## src/rtl/flvahp_pkg.sv

```systemverilog
// Types and constants of the FLV audio tag header packer
package flvahp_pkg;

  localparam int FRAME_LEN_W = 13;
  localparam int RATE_W      = 17;
  localparam int TS_W        = 32;
  localparam int SIZE_W      = 14;
  localparam int ADDR_W      = 3;
  localparam int MS_PER_S    = 1000;

  // register index carried by paddr[ADDR_W-1]
  localparam logic REG_CODEC_MODE = 1'b0;

  // codec_mode values
  localparam logic CODEC_MP3 = 1'b0;
  localparam logic CODEC_AAC = 1'b1;

  // FLV tag constants
  localparam logic [7:0]        TAG_TYPE_AUDIO = 8'h08;
  localparam logic [SIZE_W-1:0] TAG_HDR_LEN    = 14'd11;
  localparam logic [7:0]        FLAGS_MP3      = 8'h22;
  localparam logic [7:0]        FLAGS_AAC      = 8'hAF;
  localparam logic [7:0]        AAC_PKT_SEQ    = 8'h00;
  localparam logic [7:0]        AAC_PKT_RAW    = 8'h01;
  localparam logic [7:0]        AAC_OBJ_LC     = 8'h10;

  // MP3 sound rate codes
  localparam logic [RATE_W-1:0] RATE_11K       = 17'd11025;
  localparam logic [RATE_W-1:0] RATE_22K       = 17'd22050;
  localparam logic [1:0]        MP3_RATE_11K   = 2'd1;
  localparam logic [1:0]        MP3_RATE_22K   = 2'd2;
  localparam logic [1:0]        MP3_RATE_OTHER = 2'd3;

  localparam logic [RATE_W-1:0] AAC_RATES [13] = '{
    17'd96000, 17'd88200, 17'd64000, 17'd48000, 17'd44100, 17'd32000, 17'd24000,
    17'd22050, 17'd16000, 17'd12000, 17'd11025, 17'd8000, 17'd7350
  };

  typedef struct packed {
    logic [FRAME_LEN_W-1:0] frame_len;
    logic [3:0]             sync_len;
    logic [11:0]            frame_samples;
    logic [RATE_W-1:0]      sample_rate;
    logic [2:0]             channel_count;
  } in_item_t;

  typedef struct packed {
    logic [7:0] tag_byte;
    logic       last_byte;
  } out_item_t;

  typedef struct packed {
    logic busy;
    logic done;
  } div_status_t;

  typedef struct packed {
    logic       hit;
    logic [3:0] idx;
  } aac_rate_t;

  // AAC sampling frequency index lookup
  function automatic aac_rate_t aac_rate_lookup(input logic [RATE_W-1:0] rate);
    aac_rate_t r;
    r = '0;
    for (int i = 12; i >= 0; i--) begin
      if (rate == AAC_RATES[i]) begin
        r.hit = 1'b1;
        r.idx = 4'(i);
      end
    end
    return r;
  endfunction

endpackage

```

## src/rtl/flvahp_div.sv

```systemverilog
// Bit-serial divider: low 32 bits of floor(total*1000/rate)
module flvahp_div
  import flvahp_pkg::*;
#(
  parameter int TOTAL_W = 48
) (
  input  logic              clk,
  input  logic              rst_n,
  input  logic              start,
  input  logic [TOTAL_W-1:0] total,
  input  logic [RATE_W-1:0] rate,
  output div_status_t       status,
  output logic [TS_W-1:0]   quo
);

  localparam int NUM_W = TOTAL_W + $clog2(MS_PER_S);
  localparam int CNT_W = $clog2(NUM_W);

  typedef enum logic [1:0] {
    D_IDLE = 2'b01,
    D_RUN  = 2'b10
  } div_state_t;

  div_state_t        state_r, state_nxt;
  logic [CNT_W-1:0]  cnt_r, cnt_nxt;
  logic              done_r, done_nxt;
  logic [NUM_W-1:0]  num_r;
  logic [RATE_W-1:0] rem_r;
  logic [TS_W-1:0]   quo_r;

  logic [RATE_W:0]   trial;
  logic [RATE_W:0]   diff;
  logic              ge;

  // one restoring step: bring in the next numerator bit, subtract if it fits
  assign trial = {rem_r, num_r[NUM_W-1]};
  assign ge    = trial >= {1'b0, rate};
  assign diff  = trial - {1'b0, rate};

  // control
  always_comb begin
    state_nxt = state_r;
    cnt_nxt   = cnt_r;
    done_nxt  = 1'b0;
    case (state_r)
      D_IDLE: begin
        if (start) begin
          state_nxt = D_RUN;
          cnt_nxt   = CNT_W'(NUM_W - 1);
        end
      end
      D_RUN: begin
        if (cnt_r == '0) begin
          state_nxt = D_IDLE;
          done_nxt  = 1'b1;
        end else begin
          cnt_nxt = cnt_r - CNT_W'(1);
        end
      end
      default: state_nxt = D_IDLE;
    endcase
  end

  always_ff @(posedge clk) begin
    if (!rst_n) begin
      state_r <= D_IDLE;
      cnt_r   <= '0;
      done_r  <= 1'b0;
    end else begin
      state_r <= state_nxt;
      cnt_r   <= cnt_nxt;
      done_r  <= done_nxt;
    end
  end

  // datapath: scale to milliseconds on start (x1000 as x1024 - x16 - x8),
  // then one quotient bit a cycle
  always_ff @(posedge clk) begin
    if (state_r == D_IDLE && start) begin
      num_r <= (NUM_W'(total) << 10) - (NUM_W'(total) << 4) - (NUM_W'(total) << 3);
      rem_r <= '0;
    end else if (state_r == D_RUN) begin
      num_r <= {num_r[NUM_W-2:0], 1'b0};
      rem_r <= ge ? diff[RATE_W-1:0] : trial[RATE_W-1:0];
      quo_r <= {quo_r[TS_W-2:0], ge};
    end
  end

  assign status.busy = (state_r == D_RUN);
  assign status.done = done_r;
  assign quo         = quo_r;

endmodule

```

## src/rtl/flv_audio_tag_header_packer.sv

```systemverilog
// FLV audio tag header packer: byte-serial tag header emitter with serial timestamp divider
// Output: an accepted item sets the emitter state, then the output register gives one byte
//   per cycle while out_stall is low: 16 bytes per MP3 frame, 17 per AAC frame, with 17 or
//   19 sequence-header bytes in front of the first AAC frame.
// Input: the next item is held off while a header is being emitted and, with a non-zero
//   sample rate, until the one-bit-per-cycle timestamp divider has finished.
// Reset: synchronous, active low, no clearing pass; snapshot and output data stay unreset.
module flv_audio_tag_header_packer
  import flvahp_pkg::*;
#(
  parameter int SAMPLE_TOTAL_BITS = 48
) (
  input  logic              clk,
  input  logic              rst_n,
  // input channel
  input  logic              in_valid,
  output logic              in_stall,
  input  in_item_t          in_data,
  // result channel
  output logic              out_valid,
  input  logic              out_stall,
  output out_item_t         out_data,
  // configuration port
  input  logic              psel,
  input  logic              penable,
  input  logic              pwrite,
  input  logic [ADDR_W-1:0] paddr,
  input  logic [31:0]       pwdata,
  output logic [31:0]       prdata,
  output logic              pready
);

  typedef enum logic [2:0] {
    E_IDLE  = 3'b001,
    E_SEQ   = 3'b010,
    E_FRAME = 3'b100
  } emit_state_t;

  // state
  logic                         codec_mode_r, codec_mode_nxt;
  logic                         first_done_r, first_done_nxt;
  logic [7:0]                   flags_r, flags_nxt;
  logic [SIZE_W-1:0]            prev_r, prev_nxt;
  logic [TS_W-1:0]              ts_r, ts_nxt;
  logic [SAMPLE_TOTAL_BITS-1:0] total_r, total_nxt;
  logic                         start_r, start_nxt;
  emit_state_t                  emit_r, emit_nxt;
  logic [4:0]                   idx_r, idx_nxt;
  logic                         out_valid_r, out_valid_nxt;
  out_item_t                    out_data_r, out_data_nxt;

  // per-item snapshot
  logic [SIZE_W-1:0]            seq_prev_r;
  logic [SIZE_W-1:0]            fr_prev_r;
  logic [SIZE_W-1:0]            fr_dsize_r;
  logic [7:0]                   fr_flag_r;
  logic                         fr_aac_r;
  logic                         cfg_hit_r;
  logic [7:0]                   cfg_b0_r;
  logic [7:0]                   cfg_b1_r;
  logic [TS_W-1:0]              ts_snap_r;
  logic [RATE_W-1:0]            rate_r;

  logic                         accept;
  logic                         cfg_wr;
  logic                         out_ready;
  logic                         is_mp3;
  logic                         seq_needed;
  logic                         hl_gt;
  logic [FRAME_LEN_W-1:0]       pay_len;
  aac_rate_t                    aac_rate;
  logic [1:0]                   mp3_code;
  logic [7:0]                   flags_now;
  logic [SIZE_W-1:0]            dsize_new;
  logic [SIZE_W-1:0]            seq_dsize;

  logic [23:0]                  tag_prev;
  logic [23:0]                  tag_dsize;
  logic [4:0]                   tag_last_idx;
  logic                         tag_end;
  logic [7:0]                   cur_byte;

  div_status_t                  div_stat;
  logic [TS_W-1:0]              div_quo;

  assign accept    = in_valid && !in_stall;
  assign out_ready = !out_valid_r || !out_stall;
  assign in_stall  = (emit_r != E_IDLE) || start_r || div_stat.busy || div_stat.done;

  // configuration port
  assign cfg_wr = psel && penable && pwrite && pready;
  assign pready = 1'b1;
  assign prdata = (paddr[ADDR_W-1] == REG_CODEC_MODE) ? 32'(codec_mode_r) : '0;
  assign codec_mode_nxt = (cfg_wr && paddr[ADDR_W-1] == REG_CODEC_MODE) ? pwdata[0]
                                                                          : codec_mode_r;

  // item decode
  assign is_mp3     = (codec_mode_r == CODEC_MP3);
  assign seq_needed = (codec_mode_r == CODEC_AAC) && !first_done_r;
  assign hl_gt      = {9'b0, in_data.sync_len} > in_data.frame_len;
  assign pay_len    = in_data.frame_len - (hl_gt ? in_data.frame_len
                                                 : {9'b0, in_data.sync_len});
  assign aac_rate   = aac_rate_lookup(in_data.sample_rate);

  always_comb begin
    if (in_data.sample_rate == RATE_11K) begin
      mp3_code = MP3_RATE_11K;
    end else if (in_data.sample_rate == RATE_22K) begin
      mp3_code = MP3_RATE_22K;
    end else begin
      mp3_code = MP3_RATE_OTHER;
    end
  end

  // MP3 flags latch from the first frame while still at the base value
  assign flags_now = (is_mp3 && flags_r == FLAGS_MP3)
                   ? (FLAGS_MP3 | {4'b0, mp3_code, 2'b0} | {7'b0, in_data.channel_count == 3'd2})
                   : flags_r;
  assign dsize_new = is_mp3 ? ({1'b0, in_data.frame_len} + 14'd1)
                            : ({1'b0, pay_len} + 14'd2);
  assign seq_dsize = aac_rate.hit ? 14'd4 : 14'd2;

  // running state
  always_comb begin
    first_done_nxt = first_done_r;
    flags_nxt      = flags_r;
    prev_nxt       = prev_r;
    total_nxt      = total_r;
    start_nxt      = 1'b0;
    ts_nxt         = div_stat.done ? div_quo : ts_r;
    if (accept) begin
      first_done_nxt = 1'b1;
      flags_nxt      = seq_needed ? FLAGS_AAC : flags_now;
      prev_nxt       = dsize_new + TAG_HDR_LEN;
      total_nxt      = total_r + SAMPLE_TOTAL_BITS'(in_data.frame_samples);
      start_nxt      = (in_data.sample_rate != '0);
    end
  end

  // snapshot of what the tags of this item carry
  always_ff @(posedge clk) begin
    if (accept) begin
      seq_prev_r <= prev_r;
      fr_prev_r  <= seq_needed ? (seq_dsize + TAG_HDR_LEN) : prev_r;
      fr_dsize_r <= dsize_new;
      fr_flag_r  <= is_mp3 ? flags_now : FLAGS_AAC;
      fr_aac_r   <= !is_mp3;
      cfg_hit_r  <= aac_rate.hit;
      cfg_b0_r   <= AAC_OBJ_LC | {5'b0, aac_rate.idx[3:1]};
      cfg_b1_r   <= {aac_rate.idx[0], 1'b0, in_data.channel_count, 3'b0};
      ts_snap_r  <= ts_r;
      rate_r     <= in_data.sample_rate;
    end
  end

  // current tag fields
  assign tag_prev     = {10'b0, (emit_r == E_SEQ) ? seq_prev_r : fr_prev_r};
  assign tag_dsize    = {10'b0, (emit_r == E_SEQ) ? (cfg_hit_r ? 14'd4 : 14'd2) : fr_dsize_r};
  assign tag_last_idx = (emit_r == E_SEQ) ? (cfg_hit_r ? 5'd18 : 5'd16)
                                          : (fr_aac_r ? 5'd16 : 5'd15);
  assign tag_end      = (idx_r == tag_last_idx);

  // header byte at the current position
  always_comb begin
    case (idx_r)
      5'd1:    cur_byte = tag_prev[23:16];
      5'd2:    cur_byte = tag_prev[15:8];
      5'd3:    cur_byte = tag_prev[7:0];
      5'd4:    cur_byte = TAG_TYPE_AUDIO;
      5'd5:    cur_byte = tag_dsize[23:16];
      5'd6:    cur_byte = tag_dsize[15:8];
      5'd7:    cur_byte = tag_dsize[7:0];
      5'd8:    cur_byte = ts_snap_r[23:16];
      5'd9:    cur_byte = ts_snap_r[15:8];
      5'd10:   cur_byte = ts_snap_r[7:0];
      5'd11:   cur_byte = ts_snap_r[31:24];
      5'd15:   cur_byte = (emit_r == E_SEQ) ? FLAGS_AAC : fr_flag_r;
      5'd16:   cur_byte = (emit_r == E_SEQ) ? AAC_PKT_SEQ : AAC_PKT_RAW;
      5'd17:   cur_byte = cfg_b0_r;
      5'd18:   cur_byte = cfg_b1_r;
      default: cur_byte = 8'h00;
    endcase
  end

  // emitter and output register
  always_comb begin
    emit_nxt      = emit_r;
    idx_nxt       = idx_r;
    out_valid_nxt = out_valid_r;
    out_data_nxt  = out_data_r;
    if (emit_r != E_IDLE && out_ready) begin
      out_valid_nxt          = 1'b1;
      out_data_nxt.tag_byte  = cur_byte;
      out_data_nxt.last_byte = tag_end && (emit_r == E_FRAME);
      if (tag_end) begin
        emit_nxt = (emit_r == E_SEQ) ? E_FRAME : E_IDLE;
        idx_nxt  = '0;
      end else begin
        idx_nxt = idx_r + 5'd1;
      end
    end else if (out_ready) begin
      out_valid_nxt = 1'b0;
    end
    if (accept) begin
      emit_nxt = seq_needed ? E_SEQ : E_FRAME;
      idx_nxt  = '0;
    end
  end

  always_ff @(posedge clk) begin
    if (!rst_n) begin
      codec_mode_r <= CODEC_MP3;
      first_done_r <= 1'b0;
      flags_r      <= FLAGS_MP3;
      prev_r       <= '0;
      ts_r         <= '0;
      total_r      <= '0;
      start_r      <= 1'b0;
      emit_r       <= E_IDLE;
      idx_r        <= '0;
      out_valid_r  <= 1'b0;
    end else begin
      codec_mode_r <= codec_mode_nxt;
      first_done_r <= first_done_nxt;
      flags_r      <= flags_nxt;
      prev_r       <= prev_nxt;
      ts_r         <= ts_nxt;
      total_r      <= total_nxt;
      start_r      <= start_nxt;
      emit_r       <= emit_nxt;
      idx_r        <= idx_nxt;
      out_valid_r  <= out_valid_nxt;
    end
  end

  always_ff @(posedge clk) begin
    out_data_r <= out_data_nxt;
  end

  // timestamp divider, started the cycle after the sample total moves
  flvahp_div #(
    .TOTAL_W (SAMPLE_TOTAL_BITS)
  ) u_div (
    .clk    (clk),
    .rst_n  (rst_n),
    .start  (start_r),
    .total  (total_r),
    .rate   (rate_r),
    .status (div_stat),
    .quo    (div_quo)
  );

  assign out_valid = out_valid_r;
  assign out_data  = out_data_r;

endmodule

```

## config.mk

```make
export PLATFORM = sky130hd
export DESIGN_NAME = flv_audio_tag_header_packer
export DESIGN_NICKNAME = d
export VERILOG_FILES = /design/src/rtl/flvahp_pkg.sv /design/src/rtl/flvahp_div.sv /design/src/rtl/flv_audio_tag_header_packer.sv
export SDC_FILE = /design/constraint.sdc
export NUM_CORES = 1
export LEC_CHECK = 0
export BUFFER_PORTS_ARGS = -buffer_cell sky130_fd_sc_hd__buf_2
export CORE_ASPECT_RATIO = 1.5
export CORE_UTILIZATION = 45
export CTS_CLUSTER_SIZE = 25
export DETAILED_ROUTE_END_ITERATION = 12
export PLACE_DENSITY_LB_ADDON = 0.05
export SLEW_MARGIN = 20
export SYNTH_ARGS = -nofsm -noshare
export SYNTH_HDL_FRONTEND = slang
export SYNTH_HIERARCHICAL = 1
export SYNTH_SLANG_ARGS = --single-unit
```

## constraint.sdc

```tcl
create_clock -name clk -period 5.6 [get_ports clk]
set_input_delay 1.12 -clock clk [delete_from_list [all_inputs] [get_ports clk]]
set_output_delay 1.12 -clock clk [all_outputs]
set_load 0.03 [all_outputs]
```

==> run summary, run 1 <==
In this run the critical register-to-register path is launched from total_r[0]. At the worst endpoint, the required time is 6.08 ns. The worst endpoint data arrival time is 5.38 ns. The initial antenna violation count was 0. The cell area after synthesis came out at 0.0209 sq mm. The repair_antennas step left the layout with diodes totalling 0. The worst hold path endpoint is ts_snap_r[20]. Sequential cells were found to cover 42.7% of the synthesized design area. The critical path is of the primary input to register type. The count of warnings emitted by yosys came out at 6.

The per-instance average area after synthesis is 9.64 sq um. The path depth of the worst reg2reg path came out at 14. The worst hold path begins at ts_r[20]. The area share of fa/ha/maj cells after synthesis is 10.9%.

In this run the critical register-to-register path is captured at u_div/num_r[57]. The first-pass GRT wire length is 86400 um. The residual overflow from global routing is 0. The share of the synthesized area in the top cell type is 29.3%.

The worst path uses 87.5% of the clock period. The count of standard-cell rows came out at 96. Buffers placed on the I/O ports in this run total 69. In this run the standard cell core region covers 0.0458 sq mm. The maximum fanout along the worst path is 5. The clock-pin slew on the worst setup and hold paths came out at 0.06 ns.

The normalized max-slew margin came out at 26.4%. The top achievable clock speed came out at 0.204 GHz. The total number of vias is 15964. The synthesis-stage register bit count came out at 344. Of the total synthesized cell area, the portion taken by XOR and XNOR cells is 5.07%. For this run, asynchronously set or reset flops after synthesis account for 0%. The slowest stage of the critical path belongs to the cell or4_1.

The sink count of the clock tree is 344. The effective utilization at floorplan came out at 45.7%. The global routing usage summed across all routing layers is 23.3%. Along the worst hold path, the cell count comes to 0.

The cell count after synthesis came out at 2167. The post-CTS repair timing setup buffer count came out at 0. The final-report setup violation count is 0. The most used flip-flop cell after synthesis is edfxtp_1.

The main combinational cell family by area after synthesis is simple AND/OR/NAND/NOR gates. The number of gates given a new drive strength after cts is 0. The maximum number of pins on one net before global-route repair is 76. STA classifies the critical path startpoint as a primary input. The worst-case IR drop observed on VDD is 268 uV. edfxtp_1 takes more of the synthesized area than any other cell. The clock latency reported for the late side of the worst-skew pair came out at 0.55 ns.

Hold repair after CTS inserted 0 buffers. The signal on the critical path passes through buf_2, inv_1, ha_1, nor2b_1, o21ai_0, nand2b_1, a21oi_1, nor4_2, buf_4, mux2_2, fa_1, xnor2_1, ha_1, o211ai_1, a211oi_4, xnor2_1, a2111oi_4, nand4_1, or4_1, nand3_1. The detailed router finished its first iteration with 810 violations. The deepest clock path buffer count is 3.

The worst setup path is captured at a register. Clock tree synthesis selected as its root buffer the cell clkbuf_16. For this run, the slowest stage of the critical path takes 0.52 ns. The count of pins over their slew limit is 0. Summed over all layers, the routed wires come to 53900 um. The number of maximum-capacitance violations came out at 0.

In the layout the commonest cells are 218 x nand2_1, 204 x edfxtp_1, 178 x nor2_1. The power density relative to cell area is 332 mW/mm^2. The area added between synthesis and finish is 10.7%.

The count of fill cells added during filler insertion is 4350. The flow ran to the end, and the final reports show no timing, DRC or antenna violations. The detailed-route DRC error count is 0. The transition time at the pin with the least slew margin is 1.10 ns. The number of global-route vias before repair is 16266. The detailed placer's ending HPWL is 40900 um. The unique cell type count in the Yosys netlist is 98. The number of synthesized flops with an enable pin came out at 204.

The congestion estimate from routability-driven global placement came to 0.928. Measured along the x axis, the die boundary spans 178 um. The compound-gate portion of the synthesized area came out at 16.7%. Setup repair after global routing left no endpoint under its margin. The number of levels the H-tree was split into came out at 2. Of the cells placed in the final design, the portion with a size suffix greater than 1 is 10.4%. 135 I/O pins were placed. The post-layout total power came out at 7.69 mW.

The post-synthesis mux area share is 2.71%. After synthesis, the cell types taking the most area are edfxtp_1 29%, dfxtp_1 13%, ha_1 6.6%, fa_1 4.2%, nand2_1 3.9%. The die area is 0.0473 sq mm. TritonCTS built the clock tree. The number of hold-slack violations in the final timing report is 0. The worst hold path belongs to the class register to register. The setup clock skew after layout is 0.0229 ns. The reported leakage power is 9.11 nW. In the final timing run, aggregate negative setup slack is 0 ns. Subtracting the final worst setup slack from the clock period gives 4.90 ns. Dividing the detail-routed via count by the number of cells gives 5.59.

For flop-to-flop paths, the worst setup slack is 0.93 ns. The number of clock buffers inserted by TritonCTS is 38. The remaining antenna violation count after routing is 0. The first detailed-routing pass ran for 8 iterations.

The leading cell type in the layout, fill and taps excluded is nand2_1. The post-synthesis share of cell area spent on and, or, nand and nor gates is 17.0%. The net count of the finished layout came out at 2482. Dividing the detail-routed wire length by the instance count gives 18.9 um. The floorplan step set the die height to 266 um.
final cells by class:
cell class | count | area [sq um] | area share, %
inverters | 117 | 445 | 1.93
repair buffers | 115 | 691 | 2.98
multi-input cells | 1620 | 11100 | 47.9
clock buffers | 45 | 1060 | 4.58
flip-flops and latches | 344 | 8930 | 38.6
well taps | 588 | 736 | 3.18
clock inverters | 25 | 201 | 0.871
critical path, delay by kind of cell:
kind | cells | cell delay [ns]
AO/OA/AOI/OAI | 5 | 1.00
buffers and inverters | 3 | 0.32
XOR/XNOR | 2 | 0.42
AND/OR/NAND/NOR | 6 | 1.21
adder cells (fa/ha/maj) | 3 | 0.96
multiplexers | 1 | 0.37
cell usage after synthesis, types with 30 or more instances:
library cell    n
buf_4          33
edfxtp_1      204
nand2_1       218
dfxtp_1       140
xor2_1         61
o21ai_0       138
inv_1         113
xnor2_1        60
a21oi_1       131
nand4_1        38
nand3_1        62
nor3_1         30
ha_1          111
nor2_1        178
a21o_1         47
fa_1           44
mux2i_1        52
clkbuf_1       66
sequential cells by signal, indices dropped and copies added (netlist names), 2 cells and up:
register       count
u_div/rem_r       17
total_r           48
fr_flag_r          8
out_data           9
seq_prev_r        14
fr_prev_r         14
cfg_b1_r           4
emit_r             3
idx_r              5
ts_snap_r         32
u_div/state_r      2
u_div/cnt_r        6
u_div/quo         32
rate_r            17
u_div/num_r       55
ts_r              32
flags_r            8
cfg_b0_r           3
fr_dsize_r        14
prev_r            14
through the flow:
stage | area, sq um | setup WS (ns) | cells | hold slack, ns | utilization, %
final | 23100 | 0.699 | 2854 | 0.431 | 50.6
after floorplan | 21000 | 0.0614 | 2197 | 0.408 | -
after global placement | 21900 | 0.161 | 2784 | 0.411 | 47.8
after global routing | 23100 | 0.339 | 2854 | 0.437 | 50.6
after detailed placement | 21900 | 0.112 | 2784 | 0.415 | 47.8
after CTS | 23100 | 0.681 | 2854 | 0.431 | 50.6
kinds of logic (layout without fill, tap and decap cells):
family | after synthesis | count (layout)
fa+ha+maj | 155 | 155
compound gates | 529 | 529
other cells | 2 | 32
buf+inv | 233 | 302
flops | 344 | 344
xor+xnor | 121 | 121
mux | 56 | 56
simple gates | 727 | 727
metal layers:
layer | up-vias | track usage (%) | share of wire, %
met5 | - | 0 | 0
met4 | 0 | 10.2 | 4.2
met3 | 108 | 2.44 | 2.2
met2 | 243 | 45.7 | 56
met1 | 7703 | 24.3 | 38
li1 | 7910 | - | -
worst max-delay path by stage:
| stage | cells past startpoint | end | slack [ns] | startpoint |
|---|---|---|---|---|
| 5_1_grt | 21 | prev_r[10] | 0.34 | in_data[37] |
| 6_report | 20 | prev_r[11] | 0.70 | in_data[37] |
| 3_3_place_gp | 20 | prev_r[11] | 0.16 | in_data[37] |
| 4_1_cts | 21 | prev_r[11] | 0.68 | in_data[37] |
| 3_5_place_dp | 20 | prev_r[11] | 0.11 | in_data[37] |
| 2_1_floorplan | 19 | prev_r[11] | 0.06 | in_data[38] |
power breakdown:
part / internal (mW) / total [mW] / switching, mW
clock: 1.39 / 2.48 / 1.10
combinational: 0.878 / 2.23 / 1.35
sequential: 2.89 / 2.98 / 0.0950
total: 5.15 / 7.69 / 2.54
Power figures use the tool's default switching activity.
==> inputs of run 2 (changes only) <==
CORE_UTILIZATION = 40   (was 45)
==> run summary, run 2 (same netlist as run 1, synthesis figures left out) <==
Setup repair after global routing left no endpoint under its margin. The reported leakage power came out at 9.16 nW. The library cells used most frequently in the layout, excluding fill and tap cells, are 218 x nand2_1, 204 x edfxtp_1, 178 x nor2_1. During I/O placement, the number of pins put on the boundary was 135. The total negative slack for setup checks came out at 0 ns. Walking the worst path, the cells encountered are buf_2, inv_1, ha_1, nor2b_1, o21ai_0, nand2b_1, a21oi_1, nor4_2, buf_4, mux2_2, fa_1, xnor2_1, ha_1, o211ai_1, a211oi_4, xnor2_1, a2111oi_4, nand4_1, or4_1, nand3_1. In this run the cell area measured after placement is 0.0220 sq mm.

The final-report setup violation count came out at 0. The initial DRC count is 799. The count of hold buffers inserted by post-cts repair is 0. In the finished design, the share of the clock period the worst path needs comes to 88.3%.

The number of maximum-capacitance violations came out at 0. The number of gates given a new drive strength after cts is 0. The tightest min-delay check is of the register to register type. The slowest stage of the critical path belongs to the cell or4_1.

The worst endpoint data arrival time came out at 5.45 ns. The flow ran to the end, and the final reports show no timing, DRC or antenna violations. The total number of vias came out at 16004.

After global routing, the most crowded layer is met2. The CTS tree is yes. The critical path capture point is prev_r[11]. The minimum setup slack among reg-to-reg paths came out at 1.09 ns. The overall die height is 282 um. The count of standard-cell rows came out at 102. The layout cell share with drive strength beyond 1 is 10.3%. The endpoint identified for the worst register-to-register timing path is u_div/num_r[57]. The flip-flop count of the largest register, all copies and words added came out at 55. The kind of end point of the critical path is a register.

The critical path startpoint is in_data[37]. Ranked by flip-flop count, first place goes to u_div/num_r. Measured in cells, the most critical reg-to-reg path has a length of 14. The worst setup path is of the primary input to register kind. The number of diodes added for antenna fixing is 0.

The global routing usage summed across all routing layers came out at 21.1%. The finished cells cover 0.0234 sq mm. The count of input and output buffers is 69.

The detailed-route vias per instance came out at 5.44. The core box area came out at 0.0516 sq mm. The number of levels the H-tree was split into came out at 2. The clock-pin slew on the worst setup and hold paths came out at 0.06 ns. IR analysis of the VDD net gives a maximum drop of 272 uV. The detailed placer's ending HPWL is 41500 um. The required time at the endpoint of the critical path is 6.10 ns. The met1 routing resource usage after global routing came out at 22.1%. The count of pins over their slew limit was 0. The worst hold slack after final layout came out at 0.430 ns.

The remaining antenna violation count after routing is 0. The width of the die is 189 um. Along the worst path, the maximum fanout reaches 5. The clock root buffer master is clkbuf_16. For the final database, setup skew stands at 0.0234 ns. The first detailed-routing pass took 7 iterations. Buffers inserted during clock tree synthesis total 40. The normalized max-slew margin is 23.2%. Dividing the detail-routed wire length by the instance count gives 18.8 um.

The number of hold-slack violations in the final timing report is 0. After detailed routing, the number of remaining DRC violations is 0. The post-layout total power is 8.01 mW. The initial antenna violation count is 0. The routing usage on met3 came out at 2.75%. Relative to the synthesized area, the layout overhead comes to 11.9%. The effective utilization at floorplan came out at 40.5%. STA classifies the critical path startpoint as a primary input. The clock latency reported for the late side of the worst-skew pair is 0.58 ns. The top achievable clock speed came out at 0.202 GHz. The last weighted congestion value of the routability-driven placer came out at 0.896. The maximum cell stage delay along the critical path is 0.52 ns. The origin of the critical flop-to-flop path is total_r[0]. The final critical path time including I/O delays and setup is 4.95 ns. The maximum number of pins on one net before global-route repair came out at 80. The final wirelength came out at 55400 um. The global-route track usage on met2 is 41.7%.

The residual overflow from global routing is 0. The clock passes through at most 3 buffers. The die area is 0.0532 sq mm. The transition time at the pin with the least slew margin came out at 1.15 ns. CTS saw 344 sinks. The power density relative to cell area is 343 mW/mm^2. The first global-routing pass estimated 88100 um of wire. At the end of the flow, the number of nets in the layout was 2481. The post-CTS repair timing setup buffer count came out at 0. The largest registers in the layout are u_div/num_r x55, total_r x48. Leaving out fill and tap cells, the most frequent cell in the layout is nand2_1. The number of global-route vias before repair is 16350.
-- run 2: how the worst min path moves through the flow --
stage	startpoint	cells after the start	to
2_1_floorplan	ts_r[0]	0	ts_snap_r[0]
3_3_place_gp	ts_r[10]	0	ts_snap_r[10]
3_5_place_dp	ts_r[8]	0	ts_snap_r[8]
4_1_cts	ts_r[4]	0	ts_snap_r[4]
5_1_grt	ts_r[4]	0	ts_snap_r[4]
6_report	ts_r[4]	0	ts_snap_r[4]
-- run 2: final cells by class --
| cell class | count | area (sq um) |
|---|---|---|
| fill | 4994 | 28200 |
| clock buffer | 48 | 1070 |
| inverter | 117 | 445 |
| multi-input combinational | 1620 | 11100 |
| tap | 676 | 846 |
| clock inverter | 25 | 344 |
| timing repair buffer | 112 | 668 |
| sequential | 344 | 8930 |
-- run 2: metrics by stage --
stage | instances | setup WS [ns] | util [%]
finish | 2942 | 0.653 | 45.3
detailed placement | 2869 | 0.0711 | 42.6
global route | 2942 | 0.386 | 45.3
CTS | 2942 | 0.658 | 45.3
floorplan | 2197 | 0.0614 | -
global placement | 2869 | 0.134 | 42.6
-- run 2: per-layer routing --
| layer | part of all wire, % | vias up |
|---|---|---|
| met5 | 0 | - |
| met4 | 3.8 | 0 |
| met3 | 2.6 | 106 |
| met2 | 55 | 245 |
| met1 | 39 | 7738 |
| li1 | - | 7915 |
-- run 2: power by group --
| group | internal, mW | leakage (nW) | switching, mW |
|---|---|---|---|
| clock | 1.64 | 0.687 | 1.16 |
| sequential | 2.89 | 3.05 | 0.0968 |
| combinational | 0.876 | 5.42 | 1.35 |
| total | 5.41 | 9.16 | 2.60 |
-- run 2: worst max-delay path: cells and delay by family --
family	cells	cell delay, ns
AND/OR/NAND/NOR	6	1.24
multiplexers	1	0.36
AO/OA/AOI/OAI	5	1.00
XOR/XNOR	2	0.46
buffers and inverters	3	0.32
adder cells (fa/ha/maj)	3	0.96
